$ cat config.mk
export PLATFORM = sky130hd
export DESIGN_NAME = bba_ctrl
export DESIGN_NICKNAME = d
export VERILOG_FILES = /design/src/bba_pkg.sv /design/src/bba_ctrl.sv
export SDC_FILE = /design/constraint.sdc
export NUM_CORES = 1
export LEC_CHECK = 0
export ABC_AREA = 1
export ABC_CLOCK_PERIOD_IN_PS = 2410
export BUFFER_PORTS_ARGS = -buffer_cell sky130_fd_sc_hd__buf_2
export CAP_MARGIN = 20
export CORE_MARGIN = 4
export CORE_UTILIZATION = 46
export DETAILED_ROUTE_END_ITERATION = 10
export PLACE_DENSITY = 0.9
export SLEW_MARGIN = 0
export SYNTH_ARGS = -nofsm -noshare
export SYNTH_HDL_FRONTEND = slang
export SYNTH_SLANG_ARGS = --single-unit
$ cat constraint.sdc
create_clock -name clock -period 2.41 [get_ports clock]
set_input_delay 0.482 -clock clock [delete_from_list [all_inputs] [get_ports clock]]
set_output_delay 0.482 -clock clock [all_outputs]
set_load 0.02 [all_outputs]
$ cat src/bba_pkg.sv
// Types and constants shared by the buddy block allocator modules.
// No dependencies.
`default_nettype none

package bba_pkg;

   localparam int ORD_W    = 5;
   localparam int SIZE_W   = 17;
   localparam int OFF_W    = 16;
   localparam logic [ORD_W-1:0] POOL_ORDER_RESET = 5'd16;

   typedef enum logic {
      MODE_ALLOC = 1'b0,
      MODE_FREE  = 1'b1
   } mode_type;

   typedef enum logic [1:0] {
      STAT_OK         = 2'd0,
      STAT_NO_SPACE   = 2'd1,
      STAT_TOO_LARGE  = 2'd2,
      STAT_BAD_OFFSET = 2'd3
   } status_type;

   typedef enum logic [1:0] {
      NODE_ABSENT = 2'd0,
      NODE_FREE   = 2'd1,
      NODE_ALLOC  = 2'd2,
      NODE_SPLIT  = 2'd3
   } node_code_type;

   typedef struct packed {
      mode_type          mode;
      logic [SIZE_W-1:0] request_size;
      logic [OFF_W-1:0]  block_offset;
   } req_type;

   typedef struct packed {
      status_type        status;
      logic [OFF_W-1:0]  granted_offset;
      logic [ORD_W-1:0]  granted_order;
   } rsp_type;

   typedef enum logic [2:0] {
      NOP_HOLD,
      NOP_ROOT,
      NOP_ORD_INIT,
      NOP_ORD_NEXT,
      NOP_NEXT,
      NOP_LEFT,
      NOP_DESCEND,
      NOP_UP
   } node_op_type;

   typedef enum logic [2:0] {
      SEL_NODE,
      SEL_LEFT,
      SEL_RIGHT,
      SEL_SIBLING,
      SEL_CLEAR
   } addr_sel_type;

   typedef enum logic [3:0] {
      S_CLEAR,
      S_IDLE,
      S_DECODE,
      S_AL_RD,
      S_AL_CHK,
      S_SP_W0,
      S_SP_W1,
      S_SP_W2,
      S_SP_TEST,
      S_FR_RD,
      S_FR_CHK,
      S_MG_TEST,
      S_MG_CHK,
      S_MG_W1,
      S_MG_W2
   } state_type;

   typedef struct packed {
      logic          load;
      logic          clr_step;
      node_op_type   node_op;
      logic          rd_en;
      addr_sel_type  rd_sel;
      logic          wr_en;
      addr_sel_type  wr_sel;
      node_code_type wr_code;
      logic          emit;
      status_type    emit_status;
   } bba_cmd_type;

   typedef struct packed {
      logic          free_mode;
      logic          too_large;
      logic          out_of_range;
      node_code_type rd_code;
      logic          last_node;
      logic          top_order;
      logic          split_done;
      logic          can_descend;
      logic          offset_match;
      logic          at_root;
      logic          clr_done;
   } bba_stat_type;

endpackage

`default_nettype wire

$ cat src/bba_ctrl.sv
// Controller state machine for the buddy block allocator.
// Depends on bba_pkg; drives bba_dpath through a command struct.
`default_nettype none

module bba_ctrl (
   input  wire logic                  clock,
   input  wire logic                  reset,
   input  wire logic                  start,
   input  wire logic                  csr_we,
   input  wire bba_pkg::bba_stat_type stat,
   output      bba_pkg::bba_cmd_type  cmd,
   output      logic                  busy
);
   import bba_pkg::*;

   state_type state_ff, state_in;

   always_ff @(posedge clock) begin
      if (reset) begin
         state_ff <= S_CLEAR;
      end else begin
         state_ff <= state_in;
      end
   end

   always_comb begin
      state_in = state_ff;
      cmd      = '0;
      unique case (state_ff)
         S_CLEAR: begin
            cmd.clr_step = 1'b1;
            cmd.wr_en    = 1'b1;
            cmd.wr_sel   = SEL_CLEAR;
            if (stat.clr_done) begin
               state_in = S_IDLE;
            end
         end
         S_IDLE: begin
            if (start) begin
               cmd.load = 1'b1;
               state_in = S_DECODE;
            end
         end
         S_DECODE: begin
            if (stat.free_mode) begin
               if (stat.out_of_range) begin
                  cmd.emit        = 1'b1;
                  cmd.emit_status = STAT_BAD_OFFSET;
                  state_in        = S_IDLE;
               end else begin
                  cmd.node_op = NOP_ROOT;
                  state_in    = S_FR_RD;
               end
            end else if (stat.too_large) begin
               cmd.emit        = 1'b1;
               cmd.emit_status = STAT_TOO_LARGE;
               state_in        = S_IDLE;
            end else begin
               cmd.node_op = NOP_ORD_INIT;
               state_in    = S_AL_RD;
            end
         end
         S_AL_RD: begin
            cmd.rd_en  = 1'b1;
            cmd.rd_sel = SEL_NODE;
            state_in   = S_AL_CHK;
         end
         S_AL_CHK: begin
            if (stat.rd_code == NODE_FREE) begin
               state_in = S_SP_TEST;
            end else if (!stat.last_node) begin
               cmd.node_op = NOP_NEXT;
               state_in    = S_AL_RD;
            end else if (!stat.top_order) begin
               cmd.node_op = NOP_ORD_NEXT;
               state_in    = S_AL_RD;
            end else begin
               cmd.emit        = 1'b1;
               cmd.emit_status = STAT_NO_SPACE;
               state_in        = S_IDLE;
            end
         end
         S_SP_TEST: begin
            cmd.wr_en  = 1'b1;
            cmd.wr_sel = SEL_NODE;
            if (stat.split_done) begin
               cmd.wr_code     = NODE_ALLOC;
               cmd.emit        = 1'b1;
               cmd.emit_status = STAT_OK;
               state_in        = S_IDLE;
            end else begin
               cmd.wr_code = NODE_SPLIT;
               state_in    = S_SP_W1;
            end
         end
         S_SP_W0: begin
            cmd.wr_en   = 1'b1;
            cmd.wr_sel  = SEL_NODE;
            cmd.wr_code = NODE_SPLIT;
            state_in    = S_SP_W1;
         end
         S_SP_W1: begin
            cmd.wr_en   = 1'b1;
            cmd.wr_sel  = SEL_LEFT;
            cmd.wr_code = NODE_FREE;
            state_in    = S_SP_W2;
         end
         S_SP_W2: begin
            cmd.wr_en   = 1'b1;
            cmd.wr_sel  = SEL_RIGHT;
            cmd.wr_code = NODE_FREE;
            cmd.node_op = NOP_LEFT;
            state_in    = S_SP_TEST;
         end
         S_FR_RD: begin
            cmd.rd_en  = 1'b1;
            cmd.rd_sel = SEL_NODE;
            state_in   = S_FR_CHK;
         end
         S_FR_CHK: begin
            if (stat.rd_code == NODE_SPLIT && stat.can_descend) begin
               cmd.node_op = NOP_DESCEND;
               state_in    = S_FR_RD;
            end else if (stat.rd_code == NODE_ALLOC && stat.offset_match) begin
               cmd.wr_en   = 1'b1;
               cmd.wr_sel  = SEL_NODE;
               cmd.wr_code = NODE_FREE;
               state_in    = S_MG_TEST;
            end else begin
               cmd.emit        = 1'b1;
               cmd.emit_status = STAT_BAD_OFFSET;
               state_in        = S_IDLE;
            end
         end
         S_MG_TEST: begin
            if (stat.at_root) begin
               cmd.emit        = 1'b1;
               cmd.emit_status = STAT_OK;
               state_in        = S_IDLE;
            end else begin
               cmd.rd_en  = 1'b1;
               cmd.rd_sel = SEL_SIBLING;
               state_in   = S_MG_CHK;
            end
         end
         S_MG_CHK: begin
            if (stat.rd_code == NODE_FREE) begin
               cmd.wr_en   = 1'b1;
               cmd.wr_sel  = SEL_NODE;
               cmd.wr_code = NODE_ABSENT;
               state_in    = S_MG_W1;
            end else begin
               cmd.emit        = 1'b1;
               cmd.emit_status = STAT_OK;
               state_in        = S_IDLE;
            end
         end
         S_MG_W1: begin
            cmd.wr_en   = 1'b1;
            cmd.wr_sel  = SEL_SIBLING;
            cmd.wr_code = NODE_ABSENT;
            cmd.node_op = NOP_UP;
            state_in    = S_MG_W2;
         end
         S_MG_W2: begin
            cmd.wr_en   = 1'b1;
            cmd.wr_sel  = SEL_NODE;
            cmd.wr_code = NODE_FREE;
            state_in    = S_MG_TEST;
         end
         default: begin
            state_in = S_CLEAR;
         end
      endcase
      // a register write restarts the clearing pass
      if (csr_we) begin
         state_in = S_CLEAR;
         cmd.load = 1'b0;
      end
   end

   assign busy = (state_ff != S_IDLE);

endmodule

`default_nettype wire

==> results.txt, run 1 <==
----------------------------------------------------
[Timing]
  Final worst path period share ... 86.5%
  Top achievable clock speed ... 480 MHz
  RSZ-0062 raised after global routing ... false
  Final Critical Period ... around 2100 ps
  Total count of hold-check failures in the final report ... 0
  Sum of negative setup slack ... 0 ps
  Setup skew after layout ... 1.45 ps
  Slack of the critical path ... 326 ps
  Worst hold slack across all endpoints ... 545 ps
  Slew Limit Fails ... 0
  Final setup violation count ... 0

[Clock network]
  Inserted Clock Buffers ... 3
  Clock tree root driver cell ... clkbuf_4
  H-tree Lvls ... 1
  Quantity of gates resized following cts ... 0
  CTS sink cnt ... 4
  Insertion delay of the later-clocked pin in the worst-skew pair ... 230 ps
  # hold bufs at CTS ... 0
  Largest buffer count on any clock path ... 2
  CTS tree ... done
  Setup repair bufs after CTS ... 0
  Clock input transition at the sequential cells of the worst setup and hold paths ... roughly 40 ps

[Worst setup path]
  Crit path buf inv count ... 3
  Cells along the critical path ... inv_2 > nor2_2 > nand2_1 > o21ai_1 > inv_1 > o2111ai_1 > buf_2
  Required arrival time at the worst endpoint ... 1930 ps
  Largest delay contributor family on the critical path ... buffers and inverters
  Startpoint type of the worst setup path ... flop
  Worst Path Class, Setup ... flop to primary output
  Arrival time worst endpoint ... 1600 ps
  Maximum cell stage delay along the critical path ... 380 ps
  Worst-path cell with the longest stage delay ... dfxtp_1
  CP Capture Type ... primary output
  CP Max Fanout ... 6

[Routing]
  Total length of routed wires ... 1820 µm
  Top routing layer in use ... met4
  Via/cell ratio ... 4.91
  Drt drc ... 0
  Met3 wire length ... approximately 130 µm
  Average wire length per cell after detail routing ... around 10 µm
  Detail Route Antenna Nets ... 0
  Iteration-0 DRC Markers ... 24
  Met1 WL ... about 770 µm
  Router iterations before antenna repair ... 4
  DR vias ... 860
  Wire length on met2 ... 905 µm

[Place]
  Final RePlAce weighted congestion ... just over 0.9
  Worst-case setup slack after placement ... 622 ps
  Number of placed instances, taps included ... 172
  Count of buffers from port buffering ... 33
  Area after detailed placement ... 808 µm²
  Detailed placement HPWL ... 1590 µm

[Cells and area]
  Share of cells above drive strength 1 ... between 20% and 30%
  Register containing the most flip-flops in the final layout ... state_ff
  Synthesis-to-layout area growth ... 29.9%
  Layout Nets ... 178
  Largest registers ranked by flip-flop count ... state_ff: 4 flops
  Final cell area excluding filler cells ... around 830 µm²
  ANT cells ... 0
  Share of the core filled with cells in the final layout ... 63.8%
  Number of flip-flops under the largest register name ... 4
  Finished Layout Cells ... 175

[Run status]
  Outcome ... finished, final reports clean

[Logic synthesis]
  Fraction of synthesized cell area taken by the top area cell type ... between 20% and 30%
  Mux cell area share after synthesis ... 0%
  Most area-consuming cells after synthesis ... nand2_1 (21%), inv_1 (14%), dfxtp_1 (13%), nor2_1 (12%), nand3_1 (8.6%)
  Post-synthesis compound-gate area fraction ... 8.61%
  Synthesis-stage register bit count ... 4
  Post-Synth XOR/XNOR Area ... 0%
  Total of warnings raised by yosys ... 0
  Adder-cell area share of the yosys netlist ... 0%
  Number of unique standard cell types used by synthesis ... 24
  Gate count of the mapped netlist ... about 130
  Area share of and/or/nand/nor cells after synthesis ... 60.7%
  Syn Area/Cell ... 5.07 µm²
  Main combinational cell family by area after synthesis ... simple AND/OR/NAND/NOR gates
  Library cell with the largest summed area after synthesis ... nand2_1
  Post-synthesis sequential area ratio ... 12.5%
  Cell area after synthesis ... 639 µm²
  Synthesized Nets ... 142

[Power and ir drop]
  Peak supply drop ... 0.245 mV
  PnR Total Power ... ~0.21 mW
  Pleak ... around 0.55 nW
  PD cells ... roughly 260 nW/µm²

[Die]
  Die outline height ... around 45 µm
  Overall die width ... roughly 45 µm
  Effective utilization at floorplan ... between 40% and 50%
  Die Footprint ... roughly 2000 µm²
  # IOs ... 35
  Number of rows created at floorplan ... 13
  Area of the core region ... 1300 µm²

[Job]
  Total of max-cap violations ... 0

[Worst hold path]
  Path class of the lowest-slack min-delay path ... input pin to flop

[Global route]
  Wire length of the first global-routing pass ... 2730 µm
  Global routing usage summed across all routing layers ... 17.7%
  Maximum number of pins on one net before global-route repair ... 8
  Initial antenna violation count ... 0
  Via count of the first global-routing pass ... 749
  Remaining Overflow, GRT ... 0

----------------------------------------------------
==> logic make-up after synthesis <==
kind of cell | after synthesis
and+or+nand+nor | 84
buffers and inverters | 28
DFF | 4
other | 1
AOI/OAI and AO/OA | 9
==> metal layers <==
layer | vias up | track usage (%)
met5 | - | 0
met4 | 0 | 6.43
met3 | 2 | 2.79
met2 | 36 | 32.8
met1 | 364 | 20.0
li1 | 458 | -
==> power by group <==
| group | internal [mW] | switching [mW] | total, mW | leakage (nW) |
|---|---|---|---|---|
| Sequential | 0.0680 | 0.00268 | 0.0707 | 0.0324 |
| Clock | 0.0554 | 0.0238 | 0.0793 | 0.0138 |
| Combinational | 0.0242 | 0.0377 | 0.0620 | 0.508 |
==> cell type report <==
type,count,area [µm²]
fill,137,470
multi-input combinational,94,447
timing repair buffer,33,165
inverter,26,97.6
sequential,4,80.1
clock buffer,3,22.5
tap,15,18.8
==> path summary, 6_finish.rpt <==
kind,start,to,slack [ps],depth (start not counted)
worst max-delay path,state_ff[2]$_SDFFE_PP0P_,cmd[3],330,7
worst min-delay path,reset,state_ff[0]$_SDFFE_PP0P_,550,3
worst max register to register,state_ff[1]$_SDFFE_PP0P_,state_ff[2]$_SDFFE_PP0P_,1100,7
worst min register to register,state_ff[0]$_SDFFE_PP0P_,state_ff[0]$_SDFFE_PP0P_,750,4
==> cells in the final DEF (no fill, tap or decap), types with 2 or more instances in the layout <==
cell type  count
nand2_1       35
buf_2         33
inv_1         24
nor2_1        21
nand3_1       11
a21oi_1        4
dfxtp_1        4
nand3b_1       3
nand4_1        3
clkbuf_4       3
inv_2          2
nand2_2        2
nor2_2         2
nor3_1         2
==> tightest hold or removal path, stage by stage <==
cell and delay (ps):
buf_2 70, or2_2 130, a21oi_1 40
==> synthesized netlist by cell type <==
master and instances:
a21oi_1 4, a31oi_1 1, buf_4 2, conb_1 1, dfxtp_1 4, inv_1 24, inv_2 2, nand2_1 35
nand2_2 2, nand2_4 1, nand3_1 11, nand3_2 1, nand3b_1 3, nand4_1 3, nor2_1 21, nor2_2 2
nor2_4 1, nor3_1 2, nor3b_1 1, o2111ai_1 1, o211ai_1 1, o21ai_1 1, o21bai_1 1, or2_2 1
Power figures use the tool's default switching activity.
==> inputs of run 2 (changes only) <==
==> constraint.sdc (replaced) <==
create_clock -name clock -period 2.41 [get_ports clock]
set_input_delay 0.482 -clock clock [delete_from_list [all_inputs] [get_ports clock]]
set_output_delay 0.482 -clock clock [all_outputs]
set_load 0.005 [all_outputs]
==> results.txt, run 2 (same netlist as run 1, synthesis figures left out) <==
----------------------------------------------------
[Worst setup path]
  Worst r2r path cells ... 7 (unchanged)
  Source of the worst register-to-register timing path ... state_ff[1]$_SDFFE_PP0P_
  Worst Path Class, Setup ... flop to primary output
  Launch point of the worst path ... state_ff[1]$_SDFFE_PP0P_
  CP Capture Type ... primary output
  Arrival time worst endpoint ... 1490 ps (-110 ps)
  Required arrival time at the worst endpoint ... 1930 ps (about the same)
  Startpoint type of the worst setup path ... flop
  CP Max Fanout ... 6 (unchanged)

[Clock network]
  Setup repair bufs after CTS ... 0 (unchanged)
  H-tree Lvls ... 1 (unchanged)
  Largest buffer count on any clock path ... 2 (unchanged)
  CTS tree ... done
  # hold bufs at CTS ... 0 (unchanged)
  Clock input transition at the sequential cells of the worst setup and hold paths ... 30 ps (about the same)
  Clock tree root driver cell ... clkbuf_4
  Inserted Clock Buffers ... 3 (unchanged)
  Quantity of gates resized following cts ... 0 (unchanged)
  Insertion delay of the later-clocked pin in the worst-skew pair ... 230 ps (about the same)
  CTS sink cnt ... 4 (unchanged)

[Power and ir drop]
  PD cells ... 247 nW/µm² (-3.3%)
  PnR Total Power ... 0.205 mW (-3.3%)
  Pleak ... 0.554 nW (unchanged)
  Peak supply drop ... 0.172 mV (-30%)

[Routing]
  Average wire length per cell after detail routing ... 10.7 µm (+2.7%)
  Detail Route Antenna Nets ... 0 (unchanged)
  DR vias ... 889 (+3.4%)
  Drt drc ... 0 (unchanged)
  Total length of routed wires ... 1870 µm (+2.7%)
  Iteration-0 DRC Markers ... 25 (+4.2%)
  Router iterations before antenna repair ... 4 (unchanged)
  Via/cell ratio ... 5.08 (+3.4%)

[Die]
  # IOs ... 35 (unchanged)
  Die Footprint ... 2050 µm² (unchanged)
  Number of rows created at floorplan ... 13 (unchanged)
  Die outline height ... 45.3 µm (unchanged)
  Effective utilization at floorplan ... 49.1% (unchanged)
  Overall die width ... 45.3 µm (unchanged)
  Area of the core region ... 1300 µm² (unchanged)

[Place]
  Final RePlAce weighted congestion ... 0.931 (-0.43%)
  Detailed placement HPWL ... 1680 µm (+5.4%)
  Count of buffers from port buffering ... 33 (unchanged)
  Area after detailed placement ... 808 µm² (unchanged)

[Cells and area]
  Final cell area excluding filler cells ... 831 µm² (unchanged)
  Most frequent cells in the layout ... nand2_1 (35), buf_2 (33), inv_1 (24)
  Area occupied by multi-input gates ... 447 µm² (unchanged)
  Share of cells above drive strength 1 ... 28.7% (unchanged)
  Fill cell total of the finished layout ... 145 (+5.8%)
  Register containing the most flip-flops in the final layout ... state_ff
  Number of flip-flops under the largest register name ... 4 (unchanged)
  Most common cell after layout, fill and taps aside ... nand2_1
  ANT cells ... 0 (unchanged)
  Synthesis-to-layout area growth ... 29.9% (unchanged)
  Layout Nets ... 178 (unchanged)
  Largest registers ranked by flip-flop count ... state_ff: 4 flops
  Sequential Area ... 80.1 µm² (unchanged)

[Global route]
  Global routing usage summed across all routing layers ... 19.2% (+1.5 points)
  Wire length of the first global-routing pass ... 3000 µm (+10%)
  Remaining Overflow, GRT ... 0 (unchanged)
  Maximum number of pins on one net before global-route repair ... 8 (unchanged)
  Initial antenna violation count ... 0 (unchanged)
  Via count of the first global-routing pass ... 818 (+9.2%)

[Timing]
  Final worst path period share ... 81.7% (-4.8 points)
  Total count of hold-check failures in the final report ... 0 (unchanged)
  Final Critical Period ... 1970 ps (-115 ps)
  Sum of negative setup slack ... 0 ps (unchanged)
  Setup skew after layout ... 1.19 ps (-0.263 ps)
  Top achievable clock speed ... 508 MHz (+5.8%)
  Final setup violation count ... 0 (unchanged)
  Slew Limit Fails ... 0 (unchanged)
  RSZ-0062 raised after global routing ... false

[Job]
  Total of max-cap violations ... 0 (unchanged)

[Worst hold path]
  Number of cells traversed by the worst hold path ... 3 (unchanged)
  Path class of the lowest-slack min-delay path ... input pin to flop
  Worst min-delay path startpoint ... reset

[Run status]
  Outcome ... finished, final reports clean

----------------------------------------------------
## run 2: cell counts in the layout (fill, tap and decap cells not counted)
Identical to the previous run, type by type.
## run 2: routing by layer
| layer | vias up | track usage, % | wire (µm) |
|---|---|---|---|
| li1 | 462 | - | - |
| met2 | 37 | 35.6 | 978 |
| met4 | 0 | 9.36 | 14 |
| met3 | 2 | 2.39 | 137 |
| met1 | 388 | 21.1 | 740 |
| met5 | - | 0 | 0 |
## run 2: worst max-delay path: stages (launching register included)
cell and delay, ps:
dfxtp_1 470, nand2_2 130, nor2_2 160, inv_1 70, nor2_1 100, nor2_1 70, o211ai_1 100, buf_2 150
## run 2: layout make-up
type,count,area share (%)
inverter,26,11.7
sequential,4,9.64
clock buffer,3,2.71
timing repair buffer,33,19.9
multi-input combinational,94,53.8
tap,15,2.26
## run 2: worst paths after layout
| check | end | slack (ps) |
|---|---|---|
| min reg2reg | state_ff[0]$_SDFFE_PP0P_ | 770 |
| max | cmd[15] | 440 |
| max reg2reg | state_ff[3]$_SDFFE_PP0P_ | 1130 |
| min | state_ff[1]$_SDFFE_PP0P_ | 540 |
## run 2: through the flow
| step | std cells | setup WS [ps] | hold slack, ps | util (%) |
|---|---|---|---|---|
| final | 175 | 441 | 539 | 63.8 |
| after global routing | 175 | 292 | 546 | 63.8 |
| after CTS | 175 | 451 | 533 | 63.8 |
| after detailed placement | 172 | 693 | 740 | 62.1 |
| after global placement | 172 | 683 | 728 | 62.1 |
| after floorplan | 126 | 899 | 678 | - |
## run 2: report_power, final
part / leakage (nW) / internal, mW / switching (mW) / total [mW]
Combinational: 0.508 / 0.0241 / 0.0302 / 0.0543
Clock: 0.0138 / 0.0555 / 0.0243 / 0.0797
Sequential: 0.0324 / 0.0680 / 0.00283 / 0.0708
Total: 0.554 / 0.148 / 0.0573 / 0.205
